==> src/hw/rtl/mma_pkg.sv <==
// ----------------------------------------------------------------------------
// mma_pkg
// Shared widths, request and control codes, and the sequencer microprogram
// for the matrix multiply-accumulate block.
// ----------------------------------------------------------------------------
package mma_pkg;

    localparam int MAX_DIM   = 8;
    localparam int DIM_W     = 4;
    localparam int ROW_W     = 3;
    localparam int REQ_W     = 2;
    localparam int ELEM_W    = 16;
    localparam int PROD_W    = 2 * ELEM_W;
    localparam int SUM_W     = 40;
    localparam int CFG_IDX_W = 2;
    localparam int CFG_W     = DIM_W;
    localparam int MEM_DEPTH = MAX_DIM * MAX_DIM;
    localparam int ADDR_W    = $clog2(MEM_DEPTH);

    localparam logic [DIM_W-1:0] DIM_RESET = DIM_W'(8);

    typedef enum logic [REQ_W-1:0] {
        REQ_WRITE_A = 2'd0,
        REQ_WRITE_B = 2'd1,
        REQ_WRITE_C = 2'd2,
        REQ_START   = 2'd3
    } t_req;

    typedef enum logic [CFG_IDX_W-1:0] {
        CFG_ROWS_A    = 2'd0,
        CFG_INNER_DIM = 2'd1,
        CFG_COLS_B    = 2'd2
    } t_cfg_idx;

    typedef enum logic [2:0] {
        ST_IDLE = 3'd0,
        ST_ADDR = 3'd1,
        ST_LOAD = 3'd2,
        ST_MUL  = 3'd3,
        ST_ACC  = 3'd4,
        ST_EMIT = 3'd5,
        ST_NEXT = 3'd6,
        ST_LOOP = 3'd7
    } t_step;

    typedef enum logic [2:0] {
        J_NEVER   = 3'd0,
        J_ALWAYS  = 3'd1,
        J_NOSTART = 3'd2,
        J_KZERO   = 3'd3,
        J_KMORE   = 3'd4,
        J_OUTBUSY = 3'd5,
        J_LAST    = 3'd6
    } t_cond;

    typedef struct packed {
        logic  ready;
        logic  clr;
        logic  ld_acc;
        logic  mul;
        logic  inc_k;
        logic  add;
        logic  emit;
        logic  advance;
        t_cond cond;
        t_step target;
    } t_uop;

    typedef struct packed {
        logic                     wr_en;
        t_req                     wr_sel;
        logic [ADDR_W-1:0]        wr_addr;
        logic signed [ELEM_W-1:0] wr_data;
        logic [ADDR_W-1:0]        rd_a;
        logic [ADDR_W-1:0]        rd_b;
        logic [ADDR_W-1:0]        rd_c;
        logic                     ld_acc;
        logic                     mul;
        logic                     add;
        logic                     emit;
        logic                     last;
        logic [ROW_W-1:0]         row;
        logic [ROW_W-1:0]         col;
    } t_ctl;

    typedef struct packed {
        logic out_busy;
    } t_stat;

    function automatic logic [ADDR_W-1:0] mem_addr(input logic [ROW_W-1:0] row,
                                                   input logic [ROW_W-1:0] col);
        mem_addr = ADDR_W'(ADDR_W'(row) * ADDR_W'(MAX_DIM) + ADDR_W'(col));
    endfunction

    function automatic t_uop ucode(input t_step step);
        t_uop u;
        u = '0;
        unique case (step)
            ST_IDLE: begin
                u.ready  = 1'b1;
                u.clr    = 1'b1;
                u.cond   = J_NOSTART;
                u.target = ST_IDLE;
            end
            ST_ADDR: begin
                u.cond   = J_NEVER;
                u.target = ST_IDLE;
            end
            ST_LOAD: begin
                u.ld_acc = 1'b1;
                u.cond   = J_KZERO;
                u.target = ST_EMIT;
            end
            ST_MUL: begin
                u.mul    = 1'b1;
                u.inc_k  = 1'b1;
                u.cond   = J_NEVER;
                u.target = ST_IDLE;
            end
            ST_ACC: begin
                u.add    = 1'b1;
                u.cond   = J_KMORE;
                u.target = ST_MUL;
            end
            ST_EMIT: begin
                u.emit   = 1'b1;
                u.cond   = J_OUTBUSY;
                u.target = ST_EMIT;
            end
            ST_NEXT: begin
                u.advance = 1'b1;
                u.cond    = J_LAST;
                u.target  = ST_IDLE;
            end
            ST_LOOP: begin
                u.cond   = J_ALWAYS;
                u.target = ST_ADDR;
            end
            default: begin
                u.cond   = J_ALWAYS;
                u.target = ST_IDLE;
            end
        endcase
        return u;
    endfunction

endpackage

==> src/hw/rtl/mma_req_if.sv <==
// ----------------------------------------------------------------------------
// mma_req_if
// Request channel: element writes and start requests.
// ----------------------------------------------------------------------------
interface mma_req_if import mma_pkg::*; ();
    logic                     valid;
    logic                     ready;
    logic [REQ_W-1:0]         req_type;
    logic [ROW_W-1:0]         row_index;
    logic [ROW_W-1:0]         col_index;
    logic signed [ELEM_W-1:0] elem_value;

    modport source (output valid, req_type, row_index, col_index, elem_value,
                    input ready);
    modport sink   (input valid, req_type, row_index, col_index, elem_value,
                    output ready);
endinterface

==> src/hw/rtl/mma_res_if.sv <==
// ----------------------------------------------------------------------------
// mma_res_if
// Result channel: one element of the result matrix per transfer.
// ----------------------------------------------------------------------------
interface mma_res_if import mma_pkg::*; ();
    logic                    valid;
    logic                    ready;
    logic [ROW_W-1:0]        out_row;
    logic [ROW_W-1:0]        out_col;
    logic signed [SUM_W-1:0] sum_value;
    logic                    is_last;

    modport source (output valid, out_row, out_col, sum_value, is_last,
                    input ready);
    modport sink   (input valid, out_row, out_col, sum_value, is_last,
                    output ready);
endinterface

==> src/hw/rtl/mma_seq.sv <==
// ----------------------------------------------------------------------------
// mma_seq
// Microcoded sequencer: step counter over the control program, row, column
// and inner counters, request handshake and store write decode.
// ----------------------------------------------------------------------------
module mma_seq import mma_pkg::*; (
    input  logic             i_clk,
    input  logic             i_rst_n,
    input  logic [DIM_W-1:0] i_rows,
    input  logic [DIM_W-1:0] i_inner,
    input  logic [DIM_W-1:0] i_cols,
    input  t_stat            i_stat,
    mma_req_if.sink          i_req,
    output t_ctl             o_ctl
);

    t_step            r_step, n_step;
    logic [DIM_W-1:0] r_row, n_row;
    logic [DIM_W-1:0] r_col, n_col;
    logic [DIM_W-1:0] r_k, n_k;

    t_uop uop;
    logic accept;
    logic start_ok;
    logic row_last;
    logic col_last;
    logic take;
    logic in_range;

    assign uop         = ucode(r_step);
    assign i_req.ready = uop.ready;
    assign accept      = i_req.valid && uop.ready;
    assign start_ok    = accept && (t_req'(i_req.req_type) == REQ_START)
                         && (i_rows != '0) && (i_cols != '0);
    assign row_last    = (r_row == i_rows - DIM_W'(1));
    assign col_last    = (r_col == i_cols - DIM_W'(1));
    assign in_range    = ({1'b0, i_req.row_index} < DIM_W'(MAX_DIM))
                         && ({1'b0, i_req.col_index} < DIM_W'(MAX_DIM));

    always_comb begin
        case (uop.cond)
            J_NEVER:   take = 1'b0;
            J_ALWAYS:  take = 1'b1;
            J_NOSTART: take = !start_ok;
            J_KZERO:   take = (i_inner == '0);
            J_KMORE:   take = (r_k != i_inner);
            J_OUTBUSY: take = i_stat.out_busy;
            J_LAST:    take = row_last && col_last;
            default:   take = 1'b1;
        endcase
    end

    always_comb begin
        n_step = take ? uop.target : t_step'(r_step + 3'd1);
        n_row  = r_row;
        n_col  = r_col;
        n_k    = r_k;
        if (uop.clr) begin
            n_row = '0;
            n_col = '0;
            n_k   = '0;
        end
        if (uop.inc_k) begin
            n_k = r_k + DIM_W'(1);
        end
        if (uop.advance) begin
            n_k = '0;
            if (col_last) begin
                n_col = '0;
                n_row = r_row + DIM_W'(1);
            end else begin
                n_col = r_col + DIM_W'(1);
            end
        end
    end

    always_ff @(posedge i_clk) begin
        if (!i_rst_n) begin
            r_step <= ST_IDLE;
            r_row  <= '0;
            r_col  <= '0;
            r_k    <= '0;
        end else begin
            r_step <= n_step;
            r_row  <= n_row;
            r_col  <= n_col;
            r_k    <= n_k;
        end
    end

    always_comb begin
        o_ctl.wr_en   = accept && (t_req'(i_req.req_type) != REQ_START) && in_range;
        o_ctl.wr_sel  = t_req'(i_req.req_type);
        o_ctl.wr_addr = mem_addr(i_req.row_index, i_req.col_index);
        o_ctl.wr_data = i_req.elem_value;
        o_ctl.rd_a    = mem_addr(r_row[ROW_W-1:0], r_k[ROW_W-1:0]);
        o_ctl.rd_b    = mem_addr(r_k[ROW_W-1:0], r_col[ROW_W-1:0]);
        o_ctl.rd_c    = mem_addr(r_row[ROW_W-1:0], r_col[ROW_W-1:0]);
        o_ctl.ld_acc  = uop.ld_acc;
        o_ctl.mul     = uop.mul;
        o_ctl.add     = uop.add;
        o_ctl.emit    = uop.emit && !i_stat.out_busy;
        o_ctl.last    = row_last && col_last;
        o_ctl.row     = r_row[ROW_W-1:0];
        o_ctl.col     = r_col[ROW_W-1:0];
    end

endmodule

==> src/hw/rtl/mma_datapath.sv <==
// ----------------------------------------------------------------------------
// mma_datapath
// Element stores for A, B and initial C, multiplier, 40-bit accumulator and
// the result output register.
// ----------------------------------------------------------------------------
module mma_datapath import mma_pkg::*; (
    input  logic     i_clk,
    input  logic     i_rst_n,
    input  t_ctl     i_ctl,
    output t_stat    o_stat,
    mma_res_if.source o_res
);

    logic signed [ELEM_W-1:0] r_mem_a [MEM_DEPTH];
    logic signed [ELEM_W-1:0] r_mem_b [MEM_DEPTH];
    logic signed [ELEM_W-1:0] r_mem_c [MEM_DEPTH];
    logic [MEM_DEPTH-1:0]     r_cvld;

    logic signed [ELEM_W-1:0] r_a_q;
    logic signed [ELEM_W-1:0] r_b_q;
    logic signed [ELEM_W-1:0] r_c_q;
    logic                     r_cv_q;
    logic signed [PROD_W-1:0] r_prod;
    logic signed [SUM_W-1:0]  r_acc;

    logic                     r_out_valid;
    logic [ROW_W-1:0]         r_out_row;
    logic [ROW_W-1:0]         r_out_col;
    logic signed [SUM_W-1:0]  r_out_sum;
    logic                     r_out_last;

    logic signed [ELEM_W-1:0] c_init;

    always_ff @(posedge i_clk) begin
        if (i_ctl.wr_en && i_ctl.wr_sel == REQ_WRITE_A) begin
            r_mem_a[i_ctl.wr_addr] <= i_ctl.wr_data;
        end
        r_a_q <= r_mem_a[i_ctl.rd_a];
    end

    always_ff @(posedge i_clk) begin
        if (i_ctl.wr_en && i_ctl.wr_sel == REQ_WRITE_B) begin
            r_mem_b[i_ctl.wr_addr] <= i_ctl.wr_data;
        end
        r_b_q <= r_mem_b[i_ctl.rd_b];
    end

    always_ff @(posedge i_clk) begin
        if (i_ctl.wr_en && i_ctl.wr_sel == REQ_WRITE_C) begin
            r_mem_c[i_ctl.wr_addr] <= i_ctl.wr_data;
        end
        r_c_q  <= r_mem_c[i_ctl.rd_c];
        r_cv_q <= r_cvld[i_ctl.rd_c];
    end

    always_ff @(posedge i_clk) begin
        if (!i_rst_n) begin
            r_cvld <= '0;
        end else if (i_ctl.wr_en && i_ctl.wr_sel == REQ_WRITE_C) begin
            r_cvld[i_ctl.wr_addr] <= 1'b1;
        end
    end

    assign c_init = r_cv_q ? r_c_q : '0;

    always_ff @(posedge i_clk) begin
        if (i_ctl.mul) begin
            r_prod <= PROD_W'(r_a_q) * PROD_W'(r_b_q);
        end
        if (i_ctl.ld_acc) begin
            r_acc <= {{(SUM_W-ELEM_W){c_init[ELEM_W-1]}}, c_init};
        end else if (i_ctl.add) begin
            r_acc <= r_acc + {{(SUM_W-PROD_W){r_prod[PROD_W-1]}}, r_prod};
        end
    end

    always_ff @(posedge i_clk) begin
        if (!i_rst_n) begin
            r_out_valid <= 1'b0;
        end else if (i_ctl.emit) begin
            r_out_valid <= 1'b1;
        end else if (o_res.ready) begin
            r_out_valid <= 1'b0;
        end
        if (i_ctl.emit) begin
            r_out_row  <= i_ctl.row;
            r_out_col  <= i_ctl.col;
            r_out_sum  <= r_acc;
            r_out_last <= i_ctl.last;
        end
    end

    assign o_stat.out_busy = r_out_valid && !o_res.ready;
    assign o_res.valid     = r_out_valid;
    assign o_res.out_row   = r_out_row;
    assign o_res.out_col   = r_out_col;
    assign o_res.sum_value = r_out_sum;
    assign o_res.is_last   = r_out_last;

endmodule

==> src/hw/rtl/matrix_multiply_accumulate.sv <==
// ----------------------------------------------------------------------------
// matrix_multiply_accumulate
// Element writes are accepted only while no walk is running and give no result.
// A start request walks the result in row-major order; each element steps through
// address, load, one multiply and one add per inner step, emit (held while the
// previous result is not yet taken) and next; the walk then returns to idle.
// Reset sets every dimension to 8 and clears initial C; A and B are undefined.
// ----------------------------------------------------------------------------
module matrix_multiply_accumulate import mma_pkg::*; (
    input  logic                 i_clk,
    input  logic                 i_rst_n,
    input  logic                 i_cfg_wr_en,
    input  logic [CFG_IDX_W-1:0] i_cfg_index,
    input  logic [CFG_W-1:0]     i_cfg_data,
    mma_req_if.sink              i_req,
    mma_res_if.source            o_res
);

    logic [DIM_W-1:0] r_rows_a;
    logic [DIM_W-1:0] r_inner_dim;
    logic [DIM_W-1:0] r_cols_b;

    logic [DIM_W-1:0] eff_rows;
    logic [DIM_W-1:0] eff_inner;
    logic [DIM_W-1:0] eff_cols;

    t_ctl  ctl;
    t_stat stat;

    function automatic logic [DIM_W-1:0] sat_dim(input logic [DIM_W-1:0] v);
        sat_dim = (v > DIM_W'(MAX_DIM)) ? DIM_W'(MAX_DIM) : v;
    endfunction

    always_ff @(posedge i_clk) begin
        if (!i_rst_n) begin
            r_rows_a    <= DIM_RESET;
            r_inner_dim <= DIM_RESET;
            r_cols_b    <= DIM_RESET;
        end else if (i_cfg_wr_en) begin
            case (t_cfg_idx'(i_cfg_index))
                CFG_ROWS_A:    r_rows_a    <= i_cfg_data;
                CFG_INNER_DIM: r_inner_dim <= i_cfg_data;
                CFG_COLS_B:    r_cols_b    <= i_cfg_data;
                default: ;
            endcase
        end
    end

    assign eff_rows  = sat_dim(r_rows_a);
    assign eff_inner = sat_dim(r_inner_dim);
    assign eff_cols  = sat_dim(r_cols_b);

    mma_seq u_seq (
        .i_clk   (i_clk),
        .i_rst_n (i_rst_n),
        .i_rows  (eff_rows),
        .i_inner (eff_inner),
        .i_cols  (eff_cols),
        .i_stat  (stat),
        .i_req   (i_req),
        .o_ctl   (ctl)
    );

    mma_datapath u_datapath (
        .i_clk   (i_clk),
        .i_rst_n (i_rst_n),
        .i_ctl   (ctl),
        .o_stat  (stat),
        .o_res   (o_res)
    );

`ifndef SYNTHESIS
    a_idle_pending_is_last: assert property (@(posedge i_clk) disable iff (!i_rst_n)
        i_req.ready && o_res.valid |-> o_res.is_last)
        else $error("result pending while idle is not the last element");

    a_start_leaves_idle: assert property (@(posedge i_clk) disable iff (!i_rst_n)
        i_req.valid && i_req.ready && (t_req'(i_req.req_type) == REQ_START)
        && (eff_rows != '0) && (eff_cols != '0) |=> !i_req.ready)
        else $error("start request did not begin the walk");

    a_walk_continues: assert property (@(posedge i_clk) disable iff (!i_rst_n)
        o_res.valid && o_res.ready && !o_res.is_last |=> !i_req.ready)
        else $error("request taken before the last result was produced");
`endif

endmodule

==> src/flat_wrapper.sv <==
// flat-port wrapper written by rule: the top's interface ports become plain ports
module matrix_multiply_accumulate_flat import mma_pkg::*;
  (i_clk, i_rst_n, i_cfg_wr_en, i_cfg_index, i_cfg_data, i_req_valid, i_req_req_type, i_req_row_index, i_req_col_index, i_req_elem_value, i_req_ready, o_res_valid, o_res_out_row, o_res_out_col, o_res_sum_value, o_res_is_last, o_res_ready);
  mma_req_if i_req_i ();
  mma_res_if o_res_i ();
  input  logic i_clk;
  input  logic i_rst_n;
  input  logic i_cfg_wr_en;
  input  logic [CFG_IDX_W-1:0] i_cfg_index;
  input  logic [CFG_W-1:0] i_cfg_data;
  input wire logic [$bits(i_req_i.valid)-1:0] i_req_valid;
  input wire logic [$bits(i_req_i.req_type)-1:0] i_req_req_type;
  input wire logic [$bits(i_req_i.row_index)-1:0] i_req_row_index;
  input wire logic [$bits(i_req_i.col_index)-1:0] i_req_col_index;
  input wire logic [$bits(i_req_i.elem_value)-1:0] i_req_elem_value;
  output wire logic [$bits(i_req_i.ready)-1:0] i_req_ready;
  output wire logic [$bits(o_res_i.valid)-1:0] o_res_valid;
  output wire logic [$bits(o_res_i.out_row)-1:0] o_res_out_row;
  output wire logic [$bits(o_res_i.out_col)-1:0] o_res_out_col;
  output wire logic [$bits(o_res_i.sum_value)-1:0] o_res_sum_value;
  output wire logic [$bits(o_res_i.is_last)-1:0] o_res_is_last;
  input wire logic [$bits(o_res_i.ready)-1:0] o_res_ready;
  assign i_req_i.valid = i_req_valid;
  assign i_req_i.req_type = i_req_req_type;
  assign i_req_i.row_index = i_req_row_index;
  assign i_req_i.col_index = i_req_col_index;
  assign i_req_i.elem_value = i_req_elem_value;
  assign i_req_ready = i_req_i.ready;
  assign o_res_valid = o_res_i.valid;
  assign o_res_out_row = o_res_i.out_row;
  assign o_res_out_col = o_res_i.out_col;
  assign o_res_sum_value = o_res_i.sum_value;
  assign o_res_is_last = o_res_i.is_last;
  assign o_res_i.ready = o_res_ready;
  matrix_multiply_accumulate u_core (.i_clk(i_clk), .i_rst_n(i_rst_n), .i_cfg_wr_en(i_cfg_wr_en), .i_cfg_index(i_cfg_index), .i_cfg_data(i_cfg_data), .i_req(i_req_i), .o_res(o_res_i));
endmodule
==> config.mk <==
export PLATFORM = sky130hd
export DESIGN_NAME = matrix_multiply_accumulate_flat
export DESIGN_NICKNAME = d
export VERILOG_FILES = /design/src/hw/rtl/mma_pkg.sv /design/src/hw/rtl/mma_req_if.sv /design/src/hw/rtl/mma_res_if.sv /design/src/hw/rtl/mma_seq.sv /design/src/hw/rtl/mma_datapath.sv /design/src/hw/rtl/matrix_multiply_accumulate.sv /design/src/flat_wrapper.sv
export SDC_FILE = /design/constraint.sdc
export NUM_CORES = 2
export LEC_CHECK = 0
export BUFFER_PORTS_ARGS = -buffer_cell sky130_fd_sc_hd__buf_2
export CAP_MARGIN = 25
export CORE_ASPECT_RATIO = 0.7
export CORE_MARGIN = 2
export CORE_UTILIZATION = 50
export DETAILED_ROUTE_END_ITERATION = 10
export GPL_ROUTABILITY_DRIVEN = 1
export PLACE_DENSITY_LB_ADDON = 0.1
export RECOVER_POWER = 50
export SYNTH_ARGS = -nofsm -noshare
export SYNTH_HDL_FRONTEND = slang
export SYNTH_SLANG_ARGS = --single-unit
==> constraint.sdc <==
create_clock -name i_clk -period 6.45 [get_ports i_clk]
set_clock_uncertainty 0.05 [all_clocks]
set_input_delay 0.3225 -clock i_clk [delete_from_list [all_inputs] [get_ports i_clk]]
set_output_delay 0.3225 -clock i_clk [all_outputs]
set_load 0.01 [all_outputs]
==> impl_metrics.ini <==
[die]
row_count = 161
start_util = 0.502
num_io_pins = 84
die_area_mm2 = 0.280
core_area_mm2 = 0.275
die_w_um = 632
die_height_um = 443

[timing]
hold_violations = 0
period_share = 0.951
setup_viol = 0
tightest_slew_ns = 6.48
holdWs_ns = 0.0914
relSlewSlack = -3.32
slew_viol_final = 2722
max_freq_mhz = 163
fin_crit_ns = 6.13

[finish]
drive_above_1_share = 0.271
syn_to_final_growth_pct = 12.6
final_nets = 7491
fin_area_mm2 = 0.155

[clock_network]
cts_tree = built
insertion_delay_ns = 0.89
cts_root_buf = clkbuf_16
numCtsBuffers = 322
clockBufferDepth = 4
cts_setup_buffers = 0
clk_pin_slew_worst_paths_ns = 0.07
htreeDepth = 5
cts.sinks = 3332

[synth]
ys_ff_latch = 3332
ys_types = 74
postSynthNetCount = 7084
synth-simple-area-share = 0.0297
synth_adder_area_share = 0.0504
yosys_warnings = 0
synth_top_family_by_area = multiplexers
synth_ff_type = edfxtp_1
synth.area.top_cells = edfxtp_1, mux4_2, fa_1
yosys.area_share.xor_xnor = 0.00515
syn_area_mm2 = 0.138
avgSynthCellArea_um2 = 20.7
synthMuxAreaShare = 0.169
ys_seq_area_frac = 0.716
synth_area_leader_cell = edfxtp_1
synth.top_cell.area_share = 0.695
synth_compound_area_frac = 0.0120
syn_inst = 6652
synth_common_cells = edfxtp_1, mux4_2, nor2_1
synth_edf_count = 3191
async_flop_share = 0
yosysMostFrequentCell = edfxtp_1

[critical_path]
cp_num_buf_inv = 4
slowest_delay_ns = 0.55
r2r_setup_slack_ns = 0.32
cp_slowest_cell = fa_1
worstSetupStartpointType = flip-flop
crit_top_cell = fa_1
crit_path_end_kind = flip-flop
path_cells = buf_4, and2_1, fa_1, inv_1, fa_1, fa_1, fa_1, inv_1, fa_1, fa_1, ha_1, a21oi_1, o21ai_0, or3_1, o21ai_2, buf_4, a211oi_2, o21ai_1, a21boi_1, o41ai_2, xnor2_1
critical_path.max_fanout = 15
critPathTopFamily = adder cells
crit_arrival_ns = 6.67
worstPathRequired_ns = 6.98
worstSetupPathType = reg -> reg

[power_and_ir_drop]
peakVddDrop_uv = 228
p_leak_uw = 0.0489
powerDensity_mw_per_mm2 = 296

[run_status]
violations = max-capacitance violations, max-slew violations
status = finished, violations left

[global_routing]
grt_pass1_vias = 67300
groute.usage.overall = 0.261
grt_max_degree = 129
gr-total-overflow = 0
antenna_found_initial = 44
grt_pass1_wl_um = 515000

[route]
drt_pass1_iterations = 9
remaining_drc_errors = 0
ant_nets = 0
wl_um = 365000
wl_per_cell_um = 33.2
vias_per_cell = 6.19
first_iter_violations = 8539
dr_total_vias = 68100

[place]
dp_hpwl_um = 219000
port_buffers = 83
place_area_mm2 = 0.145
place_congestion = 0.870

[min_path]
min_path_type = in -> reg

[job]
cap_violations = 36
## worst register-to-register path: stages, from the launching register on
cell	delay, ns
dfxtp_1	0.31
buf_4	0.20
and2_1	0.20
fa_1	0.54
inv_1	0.06
fa_1	0.46
fa_1	0.50
fa_1	0.55
inv_1	0.05
fa_1	0.49
fa_1	0.41
ha_1	0.36
a21oi_1	0.16
o21ai_0	0.13
or3_1	0.36
o21ai_2	0.17
buf_4	0.15
a211oi_2	0.07
o21ai_1	0.16
a21boi_1	0.11
o41ai_2	0.25
xnor2_1	0.09
## metal layers
layer,share of wire,global-route usage,up-vias,routed length (µm)
met5,0.0014,0.00376,-,503
met4,0.025,0.0574,12,9060
met3,0.093,0.0519,490,33800
met2,0.44,0.383,3059,162000
met1,0.44,0.410,36900,159000
li1,-,-,27500,-
## path summary, 6_finish.rpt
kind / startpoint / end / cells after the start
setup / recovery: u_core.u_datapath.r_a_q[7] / u_core.u_datapath.r_prod[30] / 21
setup reg to reg: u_core.u_datapath.r_a_q[7] / u_core.u_datapath.r_prod[30] / 21
hold / removal: i_cfg_wr_en / u_core.r_inner_dim[2] / 4
hold reg to reg: u_core.u_datapath.r_acc[6] / u_core.u_datapath.o_res.sum_value[6] / 0
## through the flow
stage | power, µW | setup WS, ns | utilization | cells | setup TNS [ns]
2_1_floorplan | 26400 | 0.458 | - | 6652 | 0
3_3_place_gp | 27500 | 0.0908 | 0.526 | 10300 | 0
3_5_place_dp | 27600 | -0.0697 | 0.527 | 10400 | -0.0697
4_1_cts | 46300 | 0.0319 | 0.566 | 11000 | 0
5_1_grt | 47500 | -0.0237 | 0.565 | 11000 | -0.0463
6_report | 46000 | 0.315 | 0.565 | 11000 | 0
## cell type report
type / instances / area, µm²
antenna: 12 / 30.0
clock buffer: 426 / 8820
clock inverter: 151 / 1530
fill: 20500 / 119000
inverter: 298 / 1120
multi-input combinational: 2697 / 37300
sequential: 3332 / 98700
tap: 3667 / 4590
timing repair buffer: 408 / 3150
## sequential cells by signal (all words and copies together), names as in the netlist, 16 cells and up
register                           count
u_core.u_datapath.r_mem_b           1024
u_core.u_datapath.o_res.sum_value     40
u_core.u_datapath.r_mem_a           1024
u_core.u_datapath.r_cvld              64
u_core.u_datapath.r_b_q               16
u_core.u_datapath.r_c_q               16
u_core.u_datapath.r_acc               40
u_core.u_datapath.r_mem_c           1024
u_core.u_datapath.r_a_q               16
u_core.u_datapath.r_prod              32
## where the power goes
group	internal [µW]	total [µW]	switching, µW	leakage [µW]
Clock	10800	18900	8030	0.00505
Combinational	1050	2970	1910	0.0140
Sequential	24100	24200	111	0.0298
Total	36000	46000	10100	0.0489
## cells in the final DEF, fill, tap and decap left out, types with 123 or more instances in the layout
| master | count |
|---|---|
| edfxtp_1 | 3191 |
| clkbuf_1 | 163 |
| dfxtp_1 | 123 |
| ha_1 | 134 |
| nand2_1 | 238 |
| inv_1 | 297 |
| nor2_1 | 236 |
| fa_1 | 263 |
| and2_1 | 126 |
| mux4_2 | 1025 |
| nor2_2 | 145 |
| buf_4 | 222 |
| clkbuf_16 | 333 |
## cells by family after synthesis
kind of cell / after synthesis
AO/OA/AOI/OAI: 262
XOR/XNOR: 81
adder cells (fa/ha/maj): 397
buffers and inverters: 623
flip-flops: 3332
multiplexers: 1050
AND/OR/NAND/NOR: 907
## repair_timing
item | 4_1_cts | 5_1_grt
endpoints found under the setup margin | 1 | 4
resized for setup | 2 | 24
hold buffers | 24 | 0
gates cloned | 0 | 0
hold endpoints to repair | 760 | 0
Power figures use the tool's default switching activity.
